## src/hw/rtl/capped_least_loaded_dispatcher_macros.svh

```systemverilog
// Assertion macros for the capped least-loaded dispatcher.
// Used by the top level; expects clk and rst_n in scope.
`ifndef CAPPED_LEAST_LOADED_DISPATCHER_MACROS_SVH
`define CAPPED_LEAST_LOADED_DISPATCHER_MACROS_SVH

// same-cycle implication, quiet during reset
`define CLLD_ASSERT_NOW(lbl, ante, cons, msg) \
  lbl: assert property (@(posedge clk) disable iff (!rst_n) (ante) |-> (cons)) else $error(msg);

// next-cycle implication, quiet during reset
`define CLLD_ASSERT_NEXT(lbl, ante, cons, msg) \
  lbl: assert property (@(posedge clk) disable iff (!rst_n) (ante) |=> (cons)) else $error(msg);

`endif

```

## src/hw/rtl/clld_pkg.sv

```systemverilog
// Shared types and constants for the capped least-loaded dispatcher.
// No dependencies.
package clld_pkg;

  localparam int MAX_NODES_DEF   = 8;
  localparam int COUNT_WIDTH_DEF = 4;
  localparam int NODE_LIMIT      = 8;
  localparam int NODE_W          = 3;
  localparam int CFG_IDX_W       = 2;
  localparam int CFG_DATA_W      = 4;
  localparam int IN_TDATA_W      = 8;
  localparam int OUT_TDATA_W     = 8;

  typedef enum logic {
    CMD_ASSIGN = 1'b0,
    CMD_DONE   = 1'b1
  } cmd_t;

  typedef enum logic {
    POLICY_FIRST_FIT    = 1'b0,
    POLICY_LEAST_LOADED = 1'b1
  } policy_t;

  localparam logic [CFG_IDX_W-1:0] CFG_POLICY    = 2'd0;
  localparam logic [CFG_IDX_W-1:0] CFG_MAX_OUT   = 2'd1;
  localparam logic [CFG_IDX_W-1:0] CFG_NODES_USE = 2'd2;

  localparam policy_t         POLICY_RST  = POLICY_LEAST_LOADED;
  localparam logic [3:0]      MAX_OUT_RST = 4'd2;
  localparam logic [3:0]      NODES_RST   = 4'd3;

  typedef struct packed {
    logic              found;
    logic [NODE_W-1:0] node;
  } pick_t;

endpackage

```

## src/hw/rtl/clld_pick.sv

```systemverilog
// Node selection: first fit or least loaded among nodes below the cap.
// Depends on clld_pkg.
module clld_pick #(
  parameter int NODES       = clld_pkg::NODE_LIMIT,
  parameter int COUNT_WIDTH = clld_pkg::COUNT_WIDTH_DEF
) (
  input  clld_pkg::policy_t                   policy,
  input  logic [3:0]                          max_out,
  input  logic [3:0]                          nodes_use,
  input  logic [NODES-1:0][COUNT_WIDTH-1:0]   counts,
  output clld_pkg::pick_t                     pick
);
  import clld_pkg::*;

  localparam int CMPW = (COUNT_WIDTH > 4) ? COUNT_WIDTH : 4;

  logic [NODES-1:0]       elig;
  logic [COUNT_WIDTH-1:0] best;

  always_comb begin
    for (int i = 0; i < NODES; i++) begin
      elig[i] = (4'(i) < nodes_use) && !(&counts[i]) &&
                (CMPW'(counts[i]) < CMPW'(max_out));
    end
  end

  always_comb begin
    pick = '0;
    best = '0;
    for (int i = 0; i < NODES; i++) begin
      if (elig[i] && (!pick.found ||
          (policy == POLICY_LEAST_LOADED && counts[i] < best))) begin
        pick.found = 1'b1;
        pick.node  = NODE_W'(i);
        best       = counts[i];
      end
    end
  end

endmodule

```

## src/hw/rtl/capped_least_loaded_dispatcher.sv

```systemverilog
// Pipeline: an accepted item waits in the input register; the result register loads
// from it once the output register is empty or being read.
// Throughput: one item per cycle unless the output is stalled; the selection is one
// pass over at most eight counters between the input register and the result register.
// Reset: rst_n synchronous, active low; counters and valid flags clear, config registers take defaults.
// Depends on clld_pkg, clld_pick and capped_least_loaded_dispatcher_macros.svh.
`include "capped_least_loaded_dispatcher_macros.svh"
module capped_least_loaded_dispatcher #(
  parameter int MAX_NODES   = clld_pkg::MAX_NODES_DEF,
  parameter int COUNT_WIDTH = clld_pkg::COUNT_WIDTH_DEF
) (
  input  logic                                clk,
  input  logic                                rst_n,
  input  logic                                cfg_valid,
  output logic                                cfg_ready,
  input  logic [clld_pkg::CFG_IDX_W-1:0]      cfg_index,
  input  logic [clld_pkg::CFG_DATA_W-1:0]     cfg_data,
  input  logic                                in_tvalid,
  output logic                                in_tready,
  input  logic [clld_pkg::IN_TDATA_W-1:0]     in_tdata,  // [2:0] done_node
  input  logic                                in_tuser,  // [0] command
  output logic                                out_tvalid,
  input  logic                                out_tready,
  // [0] granted, [3:1] chosen_node, [4] underflow_error
  output logic [clld_pkg::OUT_TDATA_W-1:0]    out_tdata
);
  import clld_pkg::*;

  localparam int NODES = (MAX_NODES < NODE_LIMIT) ? MAX_NODES : NODE_LIMIT;

  policy_t    policy_r;
  logic [3:0] max_out_r;
  logic [3:0] nodes_use_r;

  logic              s1_v_r;
  cmd_t              s1_cmd_r;
  logic [NODE_W-1:0] s1_node_r;

  logic                             out_v_r;
  logic [OUT_TDATA_W-1:0]           out_data_r;
  logic [OUT_TDATA_W-1:0]           out_data_nxt;
  logic [NODES-1:0][COUNT_WIDTH-1:0] cnt_r;
  logic [NODES-1:0][COUNT_WIDTH-1:0] cnt_nxt;

  pick_t            pick;
  logic             adv;
  logic             in_range;
  logic             underflow;
  logic             granted;

  assign cfg_ready  = 1'b1;
  assign adv        = s1_v_r && (!out_v_r || out_tready);
  assign in_tready  = !s1_v_r || adv;
  assign out_tvalid = out_v_r;
  assign out_tdata  = out_data_r;

  always_ff @(posedge clk) begin
    if (!rst_n) begin
      policy_r    <= POLICY_RST;
      max_out_r   <= MAX_OUT_RST;
      nodes_use_r <= NODES_RST;
    end else if (cfg_valid && cfg_ready) begin
      unique case (cfg_index)
        CFG_POLICY:    policy_r    <= policy_t'(cfg_data[0]);
        CFG_MAX_OUT:   max_out_r   <= cfg_data;
        CFG_NODES_USE: nodes_use_r <= cfg_data;
        default: ;
      endcase
    end
  end

  clld_pick #(
    .NODES       (NODES),
    .COUNT_WIDTH (COUNT_WIDTH)
  ) u_pick (
    .policy    (policy_r),
    .max_out   (max_out_r),
    .nodes_use (nodes_use_r),
    .counts    (cnt_r),
    .pick      (pick)
  );

  always_comb begin
    in_range  = ({1'b0, s1_node_r} < (NODE_W + 1)'(NODES));
    granted   = (s1_cmd_r == CMD_ASSIGN) && pick.found;
    underflow = 1'b0;
    cnt_nxt   = cnt_r;
    for (int i = 0; i < NODES; i++) begin
      if (s1_cmd_r == CMD_DONE && in_range && s1_node_r == NODE_W'(i)) begin
        if (cnt_r[i] == '0) begin
          underflow = 1'b1;
        end else begin
          cnt_nxt[i] = cnt_r[i] - 1'b1;
        end
      end
      if (granted && pick.node == NODE_W'(i)) begin
        cnt_nxt[i] = cnt_r[i] + 1'b1;
      end
    end
    out_data_nxt      = '0;
    out_data_nxt[0]   = granted;
    out_data_nxt[3:1] = granted ? pick.node : '0;
    out_data_nxt[4]   = underflow;
  end

  always_ff @(posedge clk) begin
    if (!rst_n) begin
      s1_v_r  <= 1'b0;
      out_v_r <= 1'b0;
      cnt_r   <= '0;
    end else begin
      if (in_tvalid && in_tready) begin
        s1_v_r <= 1'b1;
      end else if (adv) begin
        s1_v_r <= 1'b0;
      end
      if (adv) begin
        out_v_r <= 1'b1;
        cnt_r   <= cnt_nxt;
      end else if (out_tready) begin
        out_v_r <= 1'b0;
      end
    end
  end

  always_ff @(posedge clk) begin
    if (in_tvalid && in_tready) begin
      s1_cmd_r  <= cmd_t'(in_tuser);
      s1_node_r <= in_tdata[NODE_W-1:0];
    end
    if (adv) begin
      out_data_r <= out_data_nxt;
    end
  end

  `CLLD_ASSERT_NOW(a_refuse_zero, out_v_r && !out_data_r[0],
    out_data_r[3:1] == '0, "refusal with node")
  `CLLD_ASSERT_NOW(a_grant_in_use, out_v_r && out_data_r[0],
    {1'b0, out_data_r[3:1]} < nodes_use_r, "grant beyond nodes in use")
  `CLLD_ASSERT_NOW(a_stall_full, !in_tready,
    s1_v_r && out_v_r && !out_tready, "input stalled without back-pressure")
  `CLLD_ASSERT_NEXT(a_adv_result, adv, out_v_r, "advanced item lost")

endmodule

```

## config.mk

```make
export PLATFORM = sky130hd
export DESIGN_NAME = capped_least_loaded_dispatcher
export DESIGN_NICKNAME = d
export VERILOG_FILES = /design/src/hw/rtl/clld_pkg.sv /design/src/hw/rtl/clld_pick.sv /design/src/hw/rtl/capped_least_loaded_dispatcher.sv
export VERILOG_INCLUDE_DIRS = /design/src /design/src/hw/rtl
export SDC_FILE = /design/constraint.sdc
export NUM_CORES = 1
export LEC_CHECK = 0
export BUFFER_PORTS_ARGS = -buffer_cell sky130_fd_sc_hd__buf_2
export CAP_MARGIN = 40
export CORE_AREA = 10 10 92 135
export DETAILED_ROUTE_END_ITERATION = 8
export DIE_AREA = 0 0 102 145
export GPL_TIMING_DRIVEN = 0
export PLACE_DENSITY = 0.69
export REMOVE_ABC_BUFFERS = 1
export SYNTH_ARGS = -nofsm -noshare
export SYNTH_HDL_FRONTEND = slang
export SYNTH_HIERARCHICAL = 1
export SYNTH_SLANG_ARGS = --single-unit
```

## constraint.sdc

```tcl
create_clock -name clk -period 13.85 [get_ports clk]
set_clock_uncertainty 0.2 [all_clocks]
set_input_delay 2.77 -clock clk [delete_from_list [all_inputs] [get_ports clk]]
set_output_delay 2.77 -clock clk [all_outputs]
set_load 0.05 [all_outputs]
```

* After elaboration in Yosys (flattened, before gate mapping)
Cells that the tools add are included.
** Operators by class
- Multiplexer cells :: 59
- Multipliers :: 0
- Div/mod/pow operators :: 0
- Reduce and logical (&&, ||, !) cells :: 115
- Bitwise gates (word level) :: 1
- Equality and inequality tests :: 24
- Shift-type cells :: 0
- $add $sub $neg :: 16
- $lt $le $gt $ge :: 23
** Operators by type and width (number)
- 4-bit two-way mux :: 39
- 4-bit less-than comparator :: 15
- 1-bit logical AND :: 49
- 4-bit by 1-bit adder with 4-bit output (second input constant) :: 8
- 4-bit logical NOT :: 8
- 4-bit AND reduction :: 8
- 4-bit by 1-bit subtractor with 4-bit output (second input constant) :: 8
- 3-bit == test (second input constant) :: 8
- 3-bit AND reduction :: 8
- 1-bit two-way mux :: 20
- 2-bit nonzero test :: 10
- 1-bit logical NOT :: 17
- 3-bit by 4-bit less-than comparator with 1-bit output (first input constant) :: 4
- 2-bit by 1-bit inequality test with 1-bit output (second input constant) :: 8
- 3-bit by 2-bit == test with 1-bit output (second input constant) :: 4
- 1-bit logical OR :: 9
- 1-bit by 4-bit less-than comparator with 1-bit output (first input constant) :: 2
- 2-bit by 4-bit less-than comparator with 1-bit output (first input constant) :: 2
- 3-bit by 1-bit == test with 1-bit output (second input constant) :: 2
- 3-bit logical NOT :: 2
- 2-bit AND reduction :: 3
- 2-bit by 1-bit == test with 1-bit output (second input constant) :: 1
- 2-bit == test (second input constant) :: 1
- 2-bit logical NOT :: 1
- 1-bit inverter :: 1
** Word-level totals
- Flip-flop bits (word level) :: 52
- Memories kept :: 0
- Output and inout port bits :: 11
- RAM bits :: 0
- Bits in read-only memories :: 0
- Logic and storage cells :: 255
- Bits in latches :: 0

* Longest topological paths before layout
- Word-level depth :: 44
- Mapped depth :: 65
- Depth with buffers taken out :: 65

* Hierarchy
The synthesis kept the hierarchy.
** Modules (own cells, without submodules)
- capped_least_loaded_dispatcher :: times used 1, seq. area each 1131.1 µm², cells each 281, area an instance 2990.4 µm²
- clld_pick :: times used 1, seq. area each 0.0 µm², cells each 241, area an instance 1896.8 µm²

* Worst setup path before layout
Ideal clock, no wire load.
- Kind :: register -> register
- Start :: register max_out_r[3]
- End :: register cnt_r[31] (netlist name)
- Required time :: 13.580 ns
- Data arrival time :: 12.754 ns
- Slack :: 0.826 ns
- Cell stages (with the launch flop) :: 61
- Path buffers :: 0
- Period minus slack after synthesis :: 13.024 ns
- Setup time :: 0.070 ns
- Path through :: dfxtp_1 > inv_1 > ha_1 > a21oi_1 > o211ai_2 > a31oi_4 > nand2_1 > ha_1 > a211oi_1 > o21ai_0 > a21oi_1 > a22oi_1 > ha_1 > a211o_1 > a211o_1 > a21oi_1 > mux2_2 > ha_1 > (+25 left out) > a21o_1 > a31o_4 > mux2_4 > ha_1 > a21o_1 > a211oi_1 > nand3b_1 > a211oi_1 > a221o_1 > and3b_2 > and3_4 > inv_1 > ha_1 > a21o_1 > a21oi_1 > xnor2_1 > or3_1 > a21boi_1
** RTL lines
- start, declared :: line capped_least_loaded_dispatcher.sv:32 : logic [3:0] max_out_r;
- start signal, assigned :: line capped_least_loaded_dispatcher.sv:65 : CFG_MAX_OUT: max_out_r <= cfg_data;
- end signal, assigned :: line capped_least_loaded_dispatcher.sv:119 : cnt_r <= cnt_nxt;
- end, declared :: line capped_least_loaded_dispatcher.sv:42 : logic [NODES-1:0][COUNT_WIDTH-1:0] cnt_r;

==> flow_metrics.tcl <==
set metrics [dict create \
    synth_area_leader_cell "dfxtp_1" \
    slew_headroom_pct 48.2 \
    insertion_delay_ns 0.30 \
    place_hpwl_um 9320 \
    synthFlopType "dfxtp_1" \
    h-tree-depth 2 \
    drv_cap 0 \
    fin_crit_sh_pct 96.9 \
    antenna_found_initial 0 \
    yosysSeqAreaShare_pct 23.1 \
    p_seq_share_pct 16.7 \
    placed_area_sq_um 5080 \
    synth_edf_count 9 \
    crit_cells 65 \
    initialDrtViolationCount 239 \
    layout-drive-gt1-share_pct 24.0 \
    synth-seq-cells 52 \
    p_leak_nw 2.47 \
    dr.pass1.iters 5 \
    ant_nets 0 \
    worstPathArrival_ns 13.46 \
    cts_sinks 52 \
    port_buffers 21 \
    p_comb_share_pct 74.0 \
    period_minus_slack_ns 13.43 \
    start_kind "flop" \
    grt_pass1_vias 4119 \
    die_x_um 102 \
    netlist_area_sq_um 4890 \
    globalplace.congestion 0.922 \
    cts_root_buf "clkbuf_16" \
    worstSetupPathType "reg2reg" \
    clkSlewWorstSetupHoldPaths_ns 0.07 \
    cts.path.max_buffers 2 \
    fin_nets 658 \
    hold_depth 2 \
    overflow 0 \
    grt_max_degree 48 \
    core_sq_um 10000 \
    die-area_sq_um 14800 \
    wirelength_um 12600 \
    tightest_slew_ns 0.776 \
    clockPowerShare_pct 9.3 \
    rr_worst_depth 65 \
    status "complete, no violations" \
    hold_ws_ns 0.346 \
    hp-class "reg2reg" \
    vias_per_cell 6.05 \
    numCtsBuffers 5 \
    post-synth-top-area-fraction_pct 17.6 \
    ff2ff_setup_slack_ns 0.42 \
    ir_worst_vdd_mv 0.200 \
    finalMaxSlewViolations 0 \
    tns_ns 0 \
    cts_tree "done" \
    final_cell_area_sq_um 5670 \
    intPower_mw 0.714 \
    synth_most_common_cell "ha_1" \
    grt_pass1_wl_um 20400 \
    path_buf_inv 7 \
    drc 0 \
    async_flop_share_pct 0 \
    synth_cell_type_count 81 \
    dieHeight_um 145 \
    rows 45 \
    antenna_cells 0 \
    fmax_mhz 74.5 \
    synth.area.top_cells "dfxtp_1, ha_1, mux2i_1" \
    initial_core_util_pct 48.8 \
    yosys_warnings 6 \
    p_sw_mw 0.660 \
    pin_count 31 \
    critPathMaxFanout 6 \
    vias 4157 \
    max_stage_delay_ns 0.49 \
    setup-violations-final 0 \
    hold_viol_final 0 \
    cpMostUsedCell "ha_1" \
    p_per_area_nw_per_um2 242 \
    grtUsageTotal_pct 16.9 \
    wl_per_cell_um 18.4 \
    synth_commonest_cells "ha_1, dfxtp_1, nand2_1" \
    swShare_pct 48.0 \
    crit_slowest_cell "or3b_2" \
    syn_avg_cell_area_sq_um 9.36 \
    synth_cells 522 \
    areaGrowthSynthToFinish_pct 15.9 \
    worstPathRequired_ns 13.88 \
    cp_top_family "compound AO/OA/AOI/OAI gates" \
    endpoint_kind "flop" \
    hold_buffers 0 \
]
-- cells in the final DEF, fill, tap and decap left out, types with 7 or more instances in the layout --
cell / synthesis / layout
inv_1: 26 / 23
xor2_1: 8 / 8
nor2b_1: 24 / 24
buf_4: 4 / 26
and2_1: 12 / 12
fa_1: 8 / 8
xnor2_1: 16 / 16
nand2_1: 42 / 41
or3_1: 7 / 7
buf_2: 0 / 21
o21ai_0: 21 / 15
o21a_1: 8 / 8
a21oi_2: 2 / 7
mux2i_1: 28 / 26
a21o_1: 20 / 20
nor2_1: 9 / 9
dfxtp_1: 43 / 40
a21oi_1: 29 / 20
nand2b_1: 17 / 17
edfxtp_1: 9 / 9
ha_1: 61 / 60
-- logic make-up after synthesis --
family,after synthesis,synth area share (%)
buffers and inverters,36,3.48
AO/OA/AOI/OAI,138,21.6
other,2,0.154
XOR/XNOR,24,4.30
adder cells (fa/ha/maj),69,18.9
flip-flops,52,23.1
multiplexers,40,9.04
AND/OR/NAND/NOR,161,19.4
-- worst reg2reg max path, delay by kind of cell, from the launching register on --
kind            cells  cell delay, ns
fa+ha+maj           9            2.34
buf+inv             7            0.74
xor+xnor            1            0.09
mux                 4            1.24
simple gates       11            2.04
compound gates     33            6.36
flops               1            0.36
-- layout make-up --
type                       count  area (sq um)
clock inverter                 2          16.3
multi-input combinational    436          3820
clock buffer                   6           129
fill                         901          4360
tap                          117           146
sequential                    52          1130
inverter                      27           115
timing repair buffer          47           300
-- stage by stage --
step / std cells / power, mW / setup WS [ns] / utilization (%)
4_1_cts: 667 / 1.20 / 0.0519 / 53.3
6_report: 687 / 1.37 / 0.423 / 56.5
5_1_grt: 687 / 1.47 / -0.153 / 56.5
3_5_place_dp: 653 / 1.01 / -0.924 / 50.7
3_3_place_gp: 653 / 0.983 / -0.663 / 50.7
2_1_floorplan: 515 / 0.838 / 0.826 / -
-- state kept, by name, summed over array words and instances, names as in the netlist --
| signal | count |
|---|---|
| cnt_r | 32 |
| max_out_r | 4 |
| nodes_use_r | 4 |
| out_tdata | 5 |
| out_tvalid | 1 |
| policy_r | 1 |
| s1_cmd_r | 1 |
| s1_node_r | 3 |
| s1_v_r | 1 |
-- power groups by stage --
| stage | clock (mW) | sequential (mW) | combinational, mW |
|---|---|---|---|
| 6_report | 0.128 | 0.230 | 1.02 |
| 3_3_place_gp | 0 | 0.228 | 0.755 |
| 4_1_cts | 0.132 | 0.227 | 0.840 |
| 3_5_place_dp | 0 | 0.230 | 0.783 |
| 5_1_grt | 0.137 | 0.236 | 1.10 |
| 2_1_floorplan | 0 | 0.226 | 0.613 |
-- path summary, 6_finish.rpt --
path	startpoint	endpoint
worst min register to register	cnt_r[3]	cnt_r[3]
worst min-delay path	cnt_r[3]	cnt_r[3]
worst max register to register	max_out_r[3]	cnt_r[31]
worst max-delay path	max_out_r[3]	cnt_r[31]
-- layer usage --
layer | vias up | wire length [um] | GRT usage, %
met5 | - | 0 | 0
met4 | 0 | 663 | 9.42
met3 | 43 | 377 | 1.95
met2 | 111 | 6640 | 30.2
met1 | 1989 | 4950 | 18.3
li1 | 2014 | - | -
-- repair_timing --
item | in CTS | in global routing
buffers inserted | 6 | 20
setup endpoints to repair | 32 | 32
hold endpoints to repair | 0 | 0
resized for setup | 16 | 39
pin swaps | 2 | 13
No activity file was read; power rests on OpenSTA's default activity.
